==> src/rtl/acpa_pkg.sv <==
package acpa_pkg;

    localparam int SAMPLE_W     = 16;
    localparam int MAG_W        = 15;
    localparam int AVG_W        = 7;
    localparam int RESYNC_W     = 24;
    localparam int CFG_DATA_W   = 24;
    localparam int CFG_IDX_W    = 1;

    localparam int HISTORY_DEPTH = 122;
    localparam int DELAY_W       = $clog2(HISTORY_DEPTH);

    // signed width for the delay arithmetic; holds every value at the default window length
    localparam int DCALC_W = 10;

    localparam logic [CFG_IDX_W-1:0] REG_AVG_COUNT       = 1'd0;
    localparam logic [CFG_IDX_W-1:0] REG_RESYNC_INTERVAL = 1'd1;

    localparam logic [AVG_W-1:0]    AVG_COUNT_RESET       = 7'd10;
    localparam logic [RESYNC_W-1:0] RESYNC_INTERVAL_RESET = 24'd100000;

    typedef struct packed {
        logic busy;
        logic done;
    } div_status_t;

endpackage

==> src/rtl/acpa_if.sv <==
interface acpa_in_if
    import acpa_pkg::*;
();
    logic                       valid;
    logic                       ready;
    logic signed [SAMPLE_W-1:0] sample;
    logic                       clock_level;

    modport source (output valid, output sample, output clock_level, input ready);
    modport sink   (input valid, input sample, input clock_level, output ready);
endinterface

interface acpa_out_if
    import acpa_pkg::*;
();
    logic               valid;
    logic               ready;
    logic [MAG_W-1:0]   magnitude;
    logic               aligned_clock;
    logic               locked;
    logic [DELAY_W-1:0] clock_delay;

    modport source (output valid, output magnitude, output aligned_clock, output locked,
                    output clock_delay, input ready);
    modport sink   (input valid, input magnitude, input aligned_clock, input locked,
                    input clock_delay, output ready);
endinterface

==> src/rtl/acpa_div.sv <==
module acpa_div
    import acpa_pkg::*;
#(
    parameter int N_W = 14,
    parameter int D_W = 7
)
(
    input  logic           clk,
    input  logic           rst_n,
    input  logic           start,
    input  logic [N_W-1:0] dividend,
    input  logic [D_W-1:0] divisor,
    output logic [N_W-1:0] quotient,
    output div_status_t    status
);

    localparam int CW = $clog2(N_W + 1);

    logic [D_W-1:0] rem_reg, rem_next;
    logic [N_W-1:0] quo_reg, quo_next;
    logic [D_W-1:0] div_reg, div_next;
    logic [CW-1:0]  cnt_reg, cnt_next;
    logic           done_reg, done_next;

    logic [D_W:0]   trial;
    logic [D_W:0]   trial_sub;
    logic           fits;

    // restoring division, one quotient bit per cycle
    always_comb
    begin
        trial     = {rem_reg, quo_reg[N_W-1]};
        fits      = trial >= {1'b0, div_reg};
        trial_sub = trial - {1'b0, div_reg};

        rem_next  = rem_reg;
        quo_next  = quo_reg;
        div_next  = div_reg;
        cnt_next  = cnt_reg;
        done_next = 1'b0;

        if (start)
        begin
            rem_next = '0;
            quo_next = dividend;
            div_next = divisor;
            cnt_next = CW'(N_W);
        end
        else if (cnt_reg != '0)
        begin
            rem_next  = fits ? trial_sub[D_W-1:0] : trial[D_W-1:0];
            quo_next  = {quo_reg[N_W-2:0], fits};
            cnt_next  = cnt_reg - CW'(1);
            done_next = (cnt_reg == CW'(1));
        end
    end

    always_ff @(posedge clk or negedge rst_n)
    begin
        if (!rst_n)
        begin
            cnt_reg  <= '0;
            done_reg <= 1'b0;
        end
        else
        begin
            cnt_reg  <= cnt_next;
            done_reg <= done_next;
        end
    end

    always_ff @(posedge clk)
    begin
        rem_reg <= rem_next;
        quo_reg <= quo_next;
        div_reg <= div_next;
    end

    assign quotient    = quo_reg;
    assign status.busy = (cnt_reg != '0);
    assign status.done = done_reg;

endmodule

==> src/rtl/argmax_clock_phase_aligner_top.sv <==
// Clock phase aligner. Each sample word yields one result word: the saturated
// magnitude, the reference clock delayed by the current offset, the lock flag
// and the offset itself. While unlocked the block finds, per window of
// WINDOW_LEN samples, the position of the largest magnitude (ties to the later
// sample) and the position of the last clock edge; after avg_count windows it
// averages the peak positions, sets the delay and locks, then drops the lock
// after resync_interval locked samples. A sample passes accept, update and the
// output register, held while a result word stalls; one that closes the
// averaging also passes the divider start, the wait for the bit-serial divider
// that forms the average, and the delay update. The result register frees the
// input side while a word waits to be taken. No clearing pass after reset.
module argmax_clock_phase_aligner_top
    import acpa_pkg::*;
#(
    parameter int WINDOW_LEN   = 112,
    parameter int MAX_AVERAGED = 100
)
(
    input  logic                  clk,
    input  logic                  rst_n,
    input  logic                  cfg_we,
    input  logic [CFG_IDX_W-1:0]  cfg_index,
    input  logic [CFG_DATA_W-1:0] cfg_data,
    acpa_in_if.sink               sample_ch,
    acpa_out_if.source            result_ch
);

    localparam int CNT_W = $clog2(WINDOW_LEN + 1);
    localparam int POS_W = $clog2(WINDOW_LEN);
    localparam int WD_W  = $clog2(MAX_AVERAGED + 1);
    localparam int SUM_W = $clog2(MAX_AVERAGED * (WINDOW_LEN - 1) + 1);

    localparam logic [CNT_W-1:0] WIN_END = CNT_W'(WINDOW_LEN);
    localparam logic [AVG_W-1:0] AVG_MAX = AVG_W'(MAX_AVERAGED);
    localparam logic signed [DCALC_W-1:0] W_S    = DCALC_W'(WINDOW_LEN);
    localparam logic signed [DCALC_W-1:0] HALF_S = DCALC_W'(WINDOW_LEN / 2);
    localparam logic signed [DCALC_W-1:0] DMAX_S = DCALC_W'(HISTORY_DEPTH - 1);

    typedef enum logic [5:0] {
        S_IDLE   = 6'b000001,
        S_CALC   = 6'b000010,
        S_DSTART = 6'b000100,
        S_DWAIT  = 6'b001000,
        S_DELAY  = 6'b010000,
        S_OUT    = 6'b100000
    } state_t;

    state_t state_reg, state_next;

    logic [AVG_W-1:0]    avg_count_reg;
    logic [RESYNC_W-1:0] resync_interval_reg;

    logic                       synced_reg, synced_next;
    logic [CNT_W-1:0]           window_count_reg, window_count_next;
    logic [WD_W-1:0]            windows_done_reg, windows_done_next;
    logic [MAG_W-1:0]           window_peak_reg, window_peak_next;
    logic [POS_W-1:0]           peak_pos_reg, peak_pos_next;
    logic [SUM_W-1:0]           position_sum_reg, position_sum_next;
    logic [CNT_W-1:0]           edge_pos_reg, edge_pos_next;
    logic [DELAY_W-1:0]         delay_reg, delay_next;
    logic [RESYNC_W-1:0]        resync_count_reg, resync_count_next;
    logic [HISTORY_DEPTH-1:0]   history_reg, history_next;

    logic signed [SAMPLE_W-1:0] sample_reg;
    logic                       level_reg;
    logic [MAG_W-1:0]           mag_reg, mag_next;

    logic                       out_valid_reg, out_valid_next;
    logic [MAG_W-1:0]           out_mag_reg;
    logic                       out_clk_reg;
    logic                       out_locked_reg;
    logic [DELAY_W-1:0]         out_delay_reg;

    logic                       in_take;
    logic                       out_load;
    logic                       div_start;
    logic [SUM_W-1:0]           div_quo;
    div_status_t                div_status;

    logic [SAMPLE_W-1:0]        neg_sample;
    logic [MAG_W-1:0]           mag_c;
    logic [AVG_W-1:0]           eff_count;
    logic                       lock_c;
    logic [RESYNC_W:0]          resync_inc;

    logic signed [DCALC_W-1:0]  avg_s, e_s, diff_s, abs_s, d_s;

    acpa_div #(
        .N_W (SUM_W),
        .D_W (WD_W)
    ) u_div (
        .clk      (clk),
        .rst_n    (rst_n),
        .start    (div_start),
        .dividend (position_sum_reg),
        .divisor  (windows_done_reg),
        .quotient (div_quo),
        .status   (div_status)
    );

    assign sample_ch.ready = (state_reg == S_IDLE);
    assign in_take         = sample_ch.valid && sample_ch.ready;
    assign div_start       = (state_reg == S_DSTART);
    assign out_load        = (state_reg == S_OUT) && (!out_valid_reg || result_ch.ready);

    // magnitude with saturation of the most negative code
    always_comb
    begin
        neg_sample = 16'(~sample_reg + 16'sd1);
        if (sample_reg == 16'sh8000)
            mag_c = '1;
        else if (sample_reg[SAMPLE_W-1])
            mag_c = neg_sample[MAG_W-1:0];
        else
            mag_c = sample_reg[MAG_W-1:0];
    end

    always_comb
    begin
        if (avg_count_reg == '0)
            eff_count = AVG_W'(1);
        else if (avg_count_reg > AVG_MAX)
            eff_count = AVG_MAX;
        else
            eff_count = avg_count_reg;
    end

    // delay from the averaged peak position and the edge position
    always_comb
    begin
        avg_s  = $signed(DCALC_W'(div_quo[POS_W-1:0]));
        e_s    = $signed(DCALC_W'(edge_pos_reg));
        diff_s = avg_s - e_s;
        abs_s  = (diff_s < 0) ? -diff_s : diff_s;
        if (abs_s > HALF_S)
            d_s = W_S - e_s - avg_s;
        else
            d_s = HALF_S + e_s - avg_s;
        if (d_s < 0)
            d_s = '0;
        else if (d_s > DMAX_S)
            d_s = DMAX_S;
    end

    assign resync_inc = {1'b0, resync_count_reg} + (RESYNC_W + 1)'(1);

    always_comb
    begin
        state_next        = state_reg;
        synced_next       = synced_reg;
        window_count_next = window_count_reg;
        windows_done_next = windows_done_reg;
        window_peak_next  = window_peak_reg;
        peak_pos_next     = peak_pos_reg;
        position_sum_next = position_sum_reg;
        edge_pos_next     = edge_pos_reg;
        delay_next        = delay_reg;
        resync_count_next = resync_count_reg;
        history_next      = history_reg;
        mag_next          = mag_reg;
        lock_c            = 1'b0;

        case (state_reg)
            S_IDLE:
            begin
                if (in_take)
                    state_next = S_CALC;
            end
            S_CALC:
            begin
                mag_next     = mag_c;
                history_next = {history_reg[HISTORY_DEPTH-2:0], level_reg};
                if (!synced_reg)
                begin
                    if (level_reg != history_reg[0])
                        edge_pos_next = window_count_reg;
                    if (window_count_reg < WIN_END)
                    begin
                        if (window_count_reg == '0 || mag_c >= window_peak_reg)
                        begin
                            window_peak_next = mag_c;
                            peak_pos_next    = window_count_reg[POS_W-1:0];
                        end
                        window_count_next = window_count_reg + CNT_W'(1);
                    end
                    else
                    begin
                        position_sum_next = position_sum_reg + SUM_W'(peak_pos_reg);
                        windows_done_next = windows_done_reg + WD_W'(1);
                        window_count_next = '0;
                    end
                    lock_c = AVG_W'(windows_done_next) >= eff_count;
                end
                else
                begin
                    if (resync_inc > {1'b0, resync_interval_reg})
                    begin
                        synced_next       = 1'b0;
                        resync_count_next = '0;
                    end
                    else
                        resync_count_next = resync_inc[RESYNC_W-1:0];
                end
                state_next = lock_c ? S_DSTART : S_OUT;
            end
            S_DSTART:
            begin
                state_next = S_DWAIT;
            end
            S_DWAIT:
            begin
                if (div_status.done)
                    state_next = S_DELAY;
            end
            S_DELAY:
            begin
                delay_next        = DELAY_W'(d_s);
                synced_next       = 1'b1;
                windows_done_next = '0;
                position_sum_next = '0;
                state_next        = S_OUT;
            end
            S_OUT:
            begin
                if (out_load)
                    state_next = S_IDLE;
            end
            default:
            begin
                state_next = S_IDLE;
            end
        endcase
    end

    always_comb
    begin
        out_valid_next = out_valid_reg;
        if (out_load)
            out_valid_next = 1'b1;
        else if (result_ch.ready)
            out_valid_next = 1'b0;
    end

    always_ff @(posedge clk or negedge rst_n)
    begin
        if (!rst_n)
        begin
            state_reg           <= S_IDLE;
            avg_count_reg       <= AVG_COUNT_RESET;
            resync_interval_reg <= RESYNC_INTERVAL_RESET;
            synced_reg          <= 1'b0;
            window_count_reg    <= '0;
            windows_done_reg    <= '0;
            window_peak_reg     <= '0;
            peak_pos_reg        <= '0;
            position_sum_reg    <= '0;
            edge_pos_reg        <= '0;
            delay_reg           <= '0;
            resync_count_reg    <= '0;
            history_reg         <= '0;
            out_valid_reg       <= 1'b0;
        end
        else
        begin
            state_reg        <= state_next;
            synced_reg       <= synced_next;
            window_count_reg <= window_count_next;
            windows_done_reg <= windows_done_next;
            window_peak_reg  <= window_peak_next;
            peak_pos_reg     <= peak_pos_next;
            position_sum_reg <= position_sum_next;
            edge_pos_reg     <= edge_pos_next;
            delay_reg        <= delay_next;
            resync_count_reg <= resync_count_next;
            history_reg      <= history_next;
            out_valid_reg    <= out_valid_next;
            if (cfg_we)
            begin
                case (cfg_index)
                    REG_AVG_COUNT:       avg_count_reg       <= cfg_data[AVG_W-1:0];
                    REG_RESYNC_INTERVAL: resync_interval_reg <= cfg_data[RESYNC_W-1:0];
                    default:             ;
                endcase
            end
        end
    end

    always_ff @(posedge clk)
    begin
        mag_reg <= mag_next;
        if (in_take)
        begin
            sample_reg <= sample_ch.sample;
            level_reg  <= sample_ch.clock_level;
        end
        if (out_load)
        begin
            out_mag_reg    <= mag_reg;
            out_clk_reg    <= history_reg[delay_reg];
            out_locked_reg <= synced_reg;
            out_delay_reg  <= delay_reg;
        end
    end

    assign result_ch.valid         = out_valid_reg;
    assign result_ch.magnitude     = out_mag_reg;
    assign result_ch.aligned_clock = out_clk_reg;
    assign result_ch.locked        = out_locked_reg;
    assign result_ch.clock_delay   = out_delay_reg;

endmodule

==> src/flat_wrapper.sv <==
// flat-port wrapper written by rule: the top's interface ports become plain ports
module argmax_clock_phase_aligner_top_flat import acpa_pkg::*;
#(
    parameter int WINDOW_LEN   = 112,
    parameter int MAX_AVERAGED = 100
)
  (clk, rst_n, cfg_we, cfg_index, cfg_data, sample_ch_valid, sample_ch_sample, sample_ch_clock_level, sample_ch_ready, result_ch_valid, result_ch_magnitude, result_ch_aligned_clock, result_ch_locked, result_ch_clock_delay, result_ch_ready);
  acpa_in_if sample_ch_i ();
  acpa_out_if result_ch_i ();
  input  logic clk;
  input  logic rst_n;
  input  logic cfg_we;
  input  logic [CFG_IDX_W-1:0] cfg_index;
  input  logic [CFG_DATA_W-1:0] cfg_data;
  input wire logic [$bits(sample_ch_i.valid)-1:0] sample_ch_valid;
  input wire logic [$bits(sample_ch_i.sample)-1:0] sample_ch_sample;
  input wire logic [$bits(sample_ch_i.clock_level)-1:0] sample_ch_clock_level;
  output wire logic [$bits(sample_ch_i.ready)-1:0] sample_ch_ready;
  output wire logic [$bits(result_ch_i.valid)-1:0] result_ch_valid;
  output wire logic [$bits(result_ch_i.magnitude)-1:0] result_ch_magnitude;
  output wire logic [$bits(result_ch_i.aligned_clock)-1:0] result_ch_aligned_clock;
  output wire logic [$bits(result_ch_i.locked)-1:0] result_ch_locked;
  output wire logic [$bits(result_ch_i.clock_delay)-1:0] result_ch_clock_delay;
  input wire logic [$bits(result_ch_i.ready)-1:0] result_ch_ready;
  assign sample_ch_i.valid = sample_ch_valid;
  assign sample_ch_i.sample = sample_ch_sample;
  assign sample_ch_i.clock_level = sample_ch_clock_level;
  assign sample_ch_ready = sample_ch_i.ready;
  assign result_ch_valid = result_ch_i.valid;
  assign result_ch_magnitude = result_ch_i.magnitude;
  assign result_ch_aligned_clock = result_ch_i.aligned_clock;
  assign result_ch_locked = result_ch_i.locked;
  assign result_ch_clock_delay = result_ch_i.clock_delay;
  assign result_ch_i.ready = result_ch_ready;
  argmax_clock_phase_aligner_top #(.WINDOW_LEN(WINDOW_LEN), .MAX_AVERAGED(MAX_AVERAGED)) u_core (.clk(clk), .rst_n(rst_n), .cfg_we(cfg_we), .cfg_index(cfg_index), .cfg_data(cfg_data), .sample_ch(sample_ch_i), .result_ch(result_ch_i));
endmodule
==> config.mk <==
export PLATFORM = sky130hd
export DESIGN_NAME = argmax_clock_phase_aligner_top_flat
export DESIGN_NICKNAME = d
export VERILOG_FILES = /design/src/rtl/acpa_pkg.sv /design/src/rtl/acpa_if.sv /design/src/rtl/acpa_div.sv /design/src/rtl/argmax_clock_phase_aligner_top.sv /design/src/flat_wrapper.sv
export SDC_FILE = /design/constraint.sdc
export NUM_CORES = 1
export LEC_CHECK = 0
export BUFFER_PORTS_ARGS = -buffer_cell sky130_fd_sc_hd__buf_4
export CELL_PAD_IN_SITES_DETAIL_PLACEMENT = 0
export CELL_PAD_IN_SITES_GLOBAL_PLACEMENT = 2
export CORE_MARGIN = 2
export CORE_UTILIZATION = 44
export CTS_CLUSTER_SIZE = 14
export DETAILED_ROUTE_END_ITERATION = 16
export GPL_ROUTABILITY_DRIVEN = 0
export PLACE_DENSITY_LB_ADDON = 0.1
export SYNTH_ARGS = -nofsm -noshare
export SYNTH_HDL_FRONTEND = slang
export SYNTH_SLANG_ARGS = --single-unit
==> constraint.sdc <==
create_clock -name clk -period 13.9 [get_ports clk]
set_input_delay 2.085 -clock clk [delete_from_list [all_inputs] [get_ports clk]]
set_output_delay 2.085 -clock clk [all_outputs]
set_load 0.05 [all_outputs]
==> impl_metrics.csv, run 1 <==
group,metric,value,unit
pwr,vdd.ir_drop.worst,0.112,mV
timing,final_critical_period,5.56,ns
timing,holdWs,0.419,ns
critical_path,crit_path_max_fanout,8,
grt,grt_pass1_wl,63100,µm
timing,setup_violations,0,
grt,antenna_found_initial,0,
synthesis,synth-main-ff-cell,"dfrtp_1",
worst_hold_path,hold_path_depth,0,
final_layout,final.fill_count,3624,
place,detailedPlacementHpwl,24700,µm
synthesis,synth_enable_flop_cells,77,
final_layout,design.final.nets,1964,
clocking,cts.reportedPaths.clkPinSlew,0.06,ns
pwr,post-layout-total-power,3.67,mW
drt,route.antenna.remaining_nets,0,
die,row_count,72,
clocking,cts_setup_buffers,0,
drt,via_count,12300,
synthesis,synth_top_cell_by_area,"dfrtp_1",
place,post-place-ws,8.36,ns
die,design.portCount,73,
clocking,cts_inserted_buffers,40,
clocking,max-clock-path-buffers,3,
final_layout,layout-drive-gt1-share,0.127,
critical_path,worst-endpoint-arrival,5.99,ns
critical_path,timing.setup.critical_path_class,"register to register",
grt,first_global_vias,12100,
synthesis,postSynthCellCount,1769,
worst_hold_path,hold_path.class,"register to register",
drt,drt-wirelength-per-cell,15.8,µm
critical_path,critical_path.slowest_cell,"fa_1",
critical_path,setup.worst_path.start_class,"register",
timing,finalHoldViolations,0,
clocking,post_cts_resized,0,
die,core_area,38700,µm²
critical_path,worst_setup_path_end_kind,"register",
final_layout,diodes,0,
drt,wirelength,37700,µm
synthesis,total_of_flip_flops_plus_latches_after_synthesis,338,
drt,drt_iter0_markers,678,
synthesis,syn_avg_cell_area,9.78,µm²
drt,detail_route.drc_violations,0,
synthesis,ys_seq_area_frac,0.510,
die,chipWidth,202,µm
drt,routed_via_density,5.19,
timing,final.setup.tns,0,ns
timing,final.setup.worst_slack,8.34,ns
synthesis,synth.yosys.warnings,0,
run,timing.max_cap.violations,0,
critical_path,worst_r2r_path_depth,21,
pwr,power_density,187,nW/µm²
critical_path,critPathMaxStageDelay,0.47,ns
timing,maxClockFrequency,0.180,GHz
synthesis,synth_fp_nets,1905,
place,place_area,18300,µm²
clocking,clock_sinks,338,
drt,dr.pass1.iters,5,
timing,timing_max_transition_violations_final,0,
die,die_height,202,µm
grt,gr-total-overflow,0,
timing,min_period_over_period,0.400,
place,post-place-cells,2304,
synthesis,synth.top_cell.area_share,0.354,
timing,setup_repair_after_global_routing_missed_its_margin,"false",
critical_path,critical_path.cell_chain,"inv_1, ha_1, inv_1, fa_1, xnor2_1, and2_1, nand2_1, or3b_2, a2111oi_0, o21ai_0, nand2_1, o21ai_0, fa_1, a21o_1, a21oi_1, nor2b_1, and4_1, a211oi_1, mux2i_1, mux2_2, a32o_1",
die,dieArea,40900,µm²
synthesis,netlist_area,17300,µm²
synthesis,number_of_different_library_cells_in_the_post_synthesis_netlist,72,
final_layout,final_core_utilization,0.507,
pwr,static-leakage-power,9.26,nW
clocking,htree_num_levels,2,
final_layout,count_of_non_filler_cells_in_the_finished_layout,2378,
synthesis,cell_types_occupying_the_most_area_after_synthesis,"dfrtp_1, edfxtp_1, nand2_1",
final_layout,largest_register_ffs,122,
clocking,ctsRootBufferMaster,"clkbuf_16",
status,status,"finished clean",
timing,timing.slew.headroom,0.249,
final_layout,flow.area_growth_from_synthesis,13.5,%
clocking,clock_latency_on_the_worst_skew_pair,0.55,ns
synthesis,synth_async_sr_flop_share,0.751,
grt,grtUsageTotal,0.189,
clocking,cts.hold.buffers_added,0,
timing,finalClockSkew,0.0220,ns
clocking,tritoncts,"done",
critical_path,worst-endpoint-required,14.33,ns
final_layout,postLayoutCellArea,19600,µm²
die,floorplan.initialDensity,0.447,
grt,grt_max_degree,124,
timing,timing_worst_slew_pin_value,1.13,ns
place,buffer_ports.inserted,72,
==> cells in the final DEF (no fill, tap or decap), types with 6 or more instances in the layout <==
cell / netlist / routed
o31ai_1: 6 / 6
nor2b_1: 18 / 17
dfrtp_1: 245 / 244
nor3_1: 21 / 21
inv_1: 86 / 86
nand3b_1: 6 / 6
clkbuf_8: 0 / 7
dfstp_2: 9 / 9
mux4_2: 19 / 19
mux2_1: 11 / 11
nor2_1: 85 / 85
nand2_1: 514 / 514
and3_1: 8 / 8
a21oi_1: 50 / 50
dfxtp_1: 7 / 7
o22ai_1: 7 / 7
mux2_2: 43 / 43
a21o_1: 24 / 24
a211oi_1: 15 / 15
clkbuf_1: 49 / 10
xor2_1: 31 / 31
nand2b_1: 14 / 14
clkinv_2: 0 / 7
o221ai_1: 7 / 7
edfxtp_1: 77 / 77
or3_1: 7 / 7
nand2_2: 9 / 9
clkbuf_16: 0 / 42
o21ai_0: 96 / 96
buf_4: 0 / 85
mux2i_1: 32 / 32
xnor2_1: 39 / 39
ha_1: 85 / 85
nand3_1: 40 / 40
nand4_1: 11 / 11
==> logic make-up after synthesis <==
| kind of cell | Yosys count | synth area share |
|---|---|---|
| xor+xnor | 70 | 0.0354 |
| simple gates | 763 | 0.188 |
| fa+ha+maj | 89 | 0.0661 |
| mux | 105 | 0.0784 |
| buf+inv | 157 | 0.0348 |
| flops | 338 | 0.510 |
| compound gates | 247 | 0.0878 |
==> synthesized netlist by cell type, drive strengths merged, types with 31 or more instances <==
cell type,number
nand2,524
dfrtp,245
o21ai,96
inv,87
ha,85
nor2,85
edfxtp,77
mux2,54
a21oi,50
clkbuf,49
nand3,40
xnor2,39
mux2i,32
xor2,31
==> layer usage <==
| layer | share of wire | global-route usage |
|---|---|---|
| met5 | 0 | 0 |
| met3 | 0.035 | 0.0327 |
| met2 | 0.45 | 0.297 |
| met1 | 0.49 | 0.271 |
| met4 | 0.020 | 0.0506 |
==> power breakdown <==
part	total, mW	leakage, nW	switching, mW	internal, mW
registers	1.31	4.21	0.113	1.19
clock network	1.02	0.639	0.415	0.610
logic	1.34	4.41	0.806	0.539
total	3.67	9.26	1.33	2.34
==> worst max-delay path, delay by kind of cell, from the launching register on <==
kind,cells,cell delay (ns)
adder cells (fa/ha/maj),3,1.02
AND/OR/NAND/NOR,6,1.36
flip-flops,1,0.42
AO/OA/AOI/OAI,7,1.79
XOR/XNOR,1,0.27
buffers and inverters,2,0.13
multiplexers,2,0.46
==> layout make-up <==
type                            count  area (µm²)  area share
Timing Repair Buffer               86         653      0.0333
Clock buffer                       59        1180      0.0603
Clock inverter                     15         113     0.00573
Tap cell                          518         648      0.0330
Sequential cell                   338        8820       0.449
Multi-Input combinational cell   1274        7890       0.402
Inverter                           88         333      0.0169
==> worst paths after layout <==
| kind | start | endpoint | slack [ns] |
|---|---|---|---|
| max in group asynchronous | rst_n | u_core.history_reg[97] | 10.02 |
| hold reg to reg | u_core.mag_reg[13] | u_core.result_ch.magnitude[13] | 0.42 |
| min in group asynchronous | rst_n | u_core.delay_reg[4] | 1.66 |
| setup / recovery | u_core.u_div.quotient[0] | u_core.delay_reg[1] | 8.34 |
| setup reg to reg | u_core.u_div.quotient[0] | u_core.delay_reg[1] | 8.34 |
| hold / removal | u_core.mag_reg[13] | u_core.result_ch.magnitude[13] | 0.42 |
Note: power is estimated with default switching activity, not from simulation.
==> inputs of run 2 (changes only) <==
CORE_UTILIZATION = 37   (was 44)
clock period = 5.1 ns   (was 13.9 ns; I/O delays follow)
==> run 2 against run 1 <==
  * Sequential power grew to 2.7 times the previous value
  * Non-clock buffer count up 13
  * Combinational power rose to 2.9 times the previous value
  * First-iteration DRC count increased by 20%
  * Maximum frequency grew 16%
  * Sequential share of layout area decreased by 0.78 points
  * Critical path depth rose by 1
  * Hold slack worse by 0.27 ns
==> impl_metrics.csv, run 2 (synthesized netlist as in run 1, its figures left out) <==
group,metric,value,unit
status,status,"finished clean",
critical_path,worstReg2RegEnd,"u_core.delay_reg[1]",
critical_path,setup.worst_path.start_class,"register",
grt,first_global_vias,12600,
die,row_count,79,
timing,timing.slew.headroom,0.288,
final_layout,postLayoutCellArea,20000,µm²
die,core_area,46400,µm²
place,place_area,18600,µm²
clocking,max-clock-path-buffers,3,
final_layout,flow.area_growth_from_synthesis,15.5,%
grt,grt_pass1_wl,66600,µm
clocking,cts.reportedPaths.clkPinSlew,0.06,ns
final_layout,count_of_non_filler_cells_in_the_finished_layout,2482,
run,timing.max_cap.violations,0,
clocking,cts.hold.buffers_added,0,
pwr,vdd.ir_drop.worst,0.299,mV
drt,drt-wirelength-per-cell,16.3,µm
timing,finalHoldViolations,0,
critical_path,worst-endpoint-arrival,5.22,ns
worst_hold_path,hold_path.class,"primary input to asynchronous set/reset pin",
critical_path,r2r_setup_slack,0.32,ns
clocking,htree_num_levels,2,
clocking,cts_inserted_buffers,41,
timing,maxClockFrequency,0.209,GHz
place,buffer_ports.inserted,72,
grt,grt_max_degree,128,
drt,routed_via_density,5.03,
critical_path,rr_startpoint,"u_core.u_div.quotient[0]",
final_layout,final.fill_count,4518,
die,dieArea,48500,µm²
timing,holdWs,0.149,ns
timing,final.setup.tns,0,ns
timing,timing_max_transition_violations_final,0,
critical_path,worst_r2r_path_depth,22,
clocking,clock_sinks,338,
final_layout,mostFrequentLayoutCells,"nand2_1, dfrtp_1, buf_4",
critical_path,worst-endpoint-required,5.54,ns
clocking,clock_latency_on_the_worst_skew_pair,0.55,ns
die,die_height,220,µm
final_layout,largest_register_ffs,122,
critical_path,timing.setup.critical_path_class,"register to register",
timing,finalClockSkew,0.0131,ns
place,detailedPlacementHpwl,26400,µm
drt,via_count,12500,
drt,dr.pass1.iters,5,
clocking,tritoncts,"done",
timing,setup_violations,0,
critical_path,crit_start,"u_core.u_div.quotient[0]",
final_layout,final_core_utilization,0.431,
timing,min_period_over_period,0.938,
grt,antenna_found_initial,0,
drt,drt_iter0_markers,812,
critical_path,crit_path_max_fanout,7,
final_layout,diodes,0,
timing,timing_worst_slew_pin_value,1.07,ns
drt,route.antenna.remaining_nets,0,
drt,wirelength,40500,µm
die,chipWidth,220,µm
final_layout,design.final.nets,1978,
grt,grtUsageTotal,0.174,
timing,setup_repair_after_global_routing_missed_its_margin,"false",
grt,gr-total-overflow,0,
pwr,static-leakage-power,9.38,nW
clocking,ctsRootBufferMaster,"clkbuf_16",
final_layout,layout.cells.most_common,"nand2_1",
critical_path,worst_setup_path_end_kind,"register",
die,floorplan.initialDensity,0.373,
pwr,power_density,519,nW/µm²
timing,final_critical_period,4.78,ns
drt,detail_route.drc_violations,0,
place,post-place-cells,2405,
final_layout,layout-drive-gt1-share,0.141,
die,design.portCount,73,
[run 2: per-stage QoR]
| step | power (mW) | setup WS [ns] |
|---|---|---|
| floorplan | 6.35 | 0.146 |
| global placement | 7.39 | 0.112 |
| detailed placement | 7.41 | 0.0349 |
| CTS | 10.4 | 0.00373 |
| global route | 11.2 | 0.00108 |
| finish | 10.4 | 0.316 |
[run 2: worst max-delay path, stage by stage (launching register included)]
cell and delay [ns]:
edfxtp_1 0.38, inv_1 0.07, ha_1 0.16, inv_1 0.05
fa_1 0.42, xnor2_2 0.19, and2_4 0.17, nand2_1 0.06
or3b_2 0.46, a2111oi_2 0.36, o21ai_1 0.17, nand2_2 0.12
nand2_1 0.08, o21ai_2 0.08, ha_1 0.26, a21o_1 0.17
a21o_1 0.19, a21o_1 0.20, and4_1 0.20, a211oi_2 0.19
mux2i_1 0.10, mux2_4 0.32, a32o_1 0.26
[run 2: layout make-up]
cell class              instances  area [µm²]  area share
multi-input cells            1274        7940       0.397
clock inverters                14        82.6     0.00413
repair buffers                 99         779      0.0390
flip-flops and latches        338        8820       0.441
well taps                     607         759      0.0380
inverters                      88         333      0.0167
clock buffers                  62        1270      0.0635
[run 2: repair_timing]
item | in CTS | in global routing
setup endpoints to repair | 0 | 26
hold endpoints to repair | 0 | 0
resized for setup | 0 | 16
setup buffers | 0 | 1
[run 2: worst max path at each step]
stage,end,slack [ns],depth (start not counted)
finish,u_core.delay_reg[1],0.32,22
global route,u_core.delay_reg[1],0.001,20
CTS,u_core.delay_reg[1],0.004,22
detailed placement,u_core.delay_reg[1],0.03,22
global placement,u_core.delay_reg[1],0.11,22
floorplan,u_core.delay_reg[1],0.15,21
[run 2: per-layer routing]
layer  part of all wire  global-route usage  wire length [µm]  vias up
li1                   -                   -                 -     6182
met3              0.031              0.0309              1250       53
met4              0.021              0.0479               856        0
met1               0.49               0.244             20000     6104
met5                  0                   0                 0        -
met2               0.46               0.276             18500      155
[run 2: power breakdown]
group          internal (mW)  switching (mW)
clock network           1.72            1.18
logic                   1.62            2.25
registers               3.25           0.345
total                   6.59            3.78
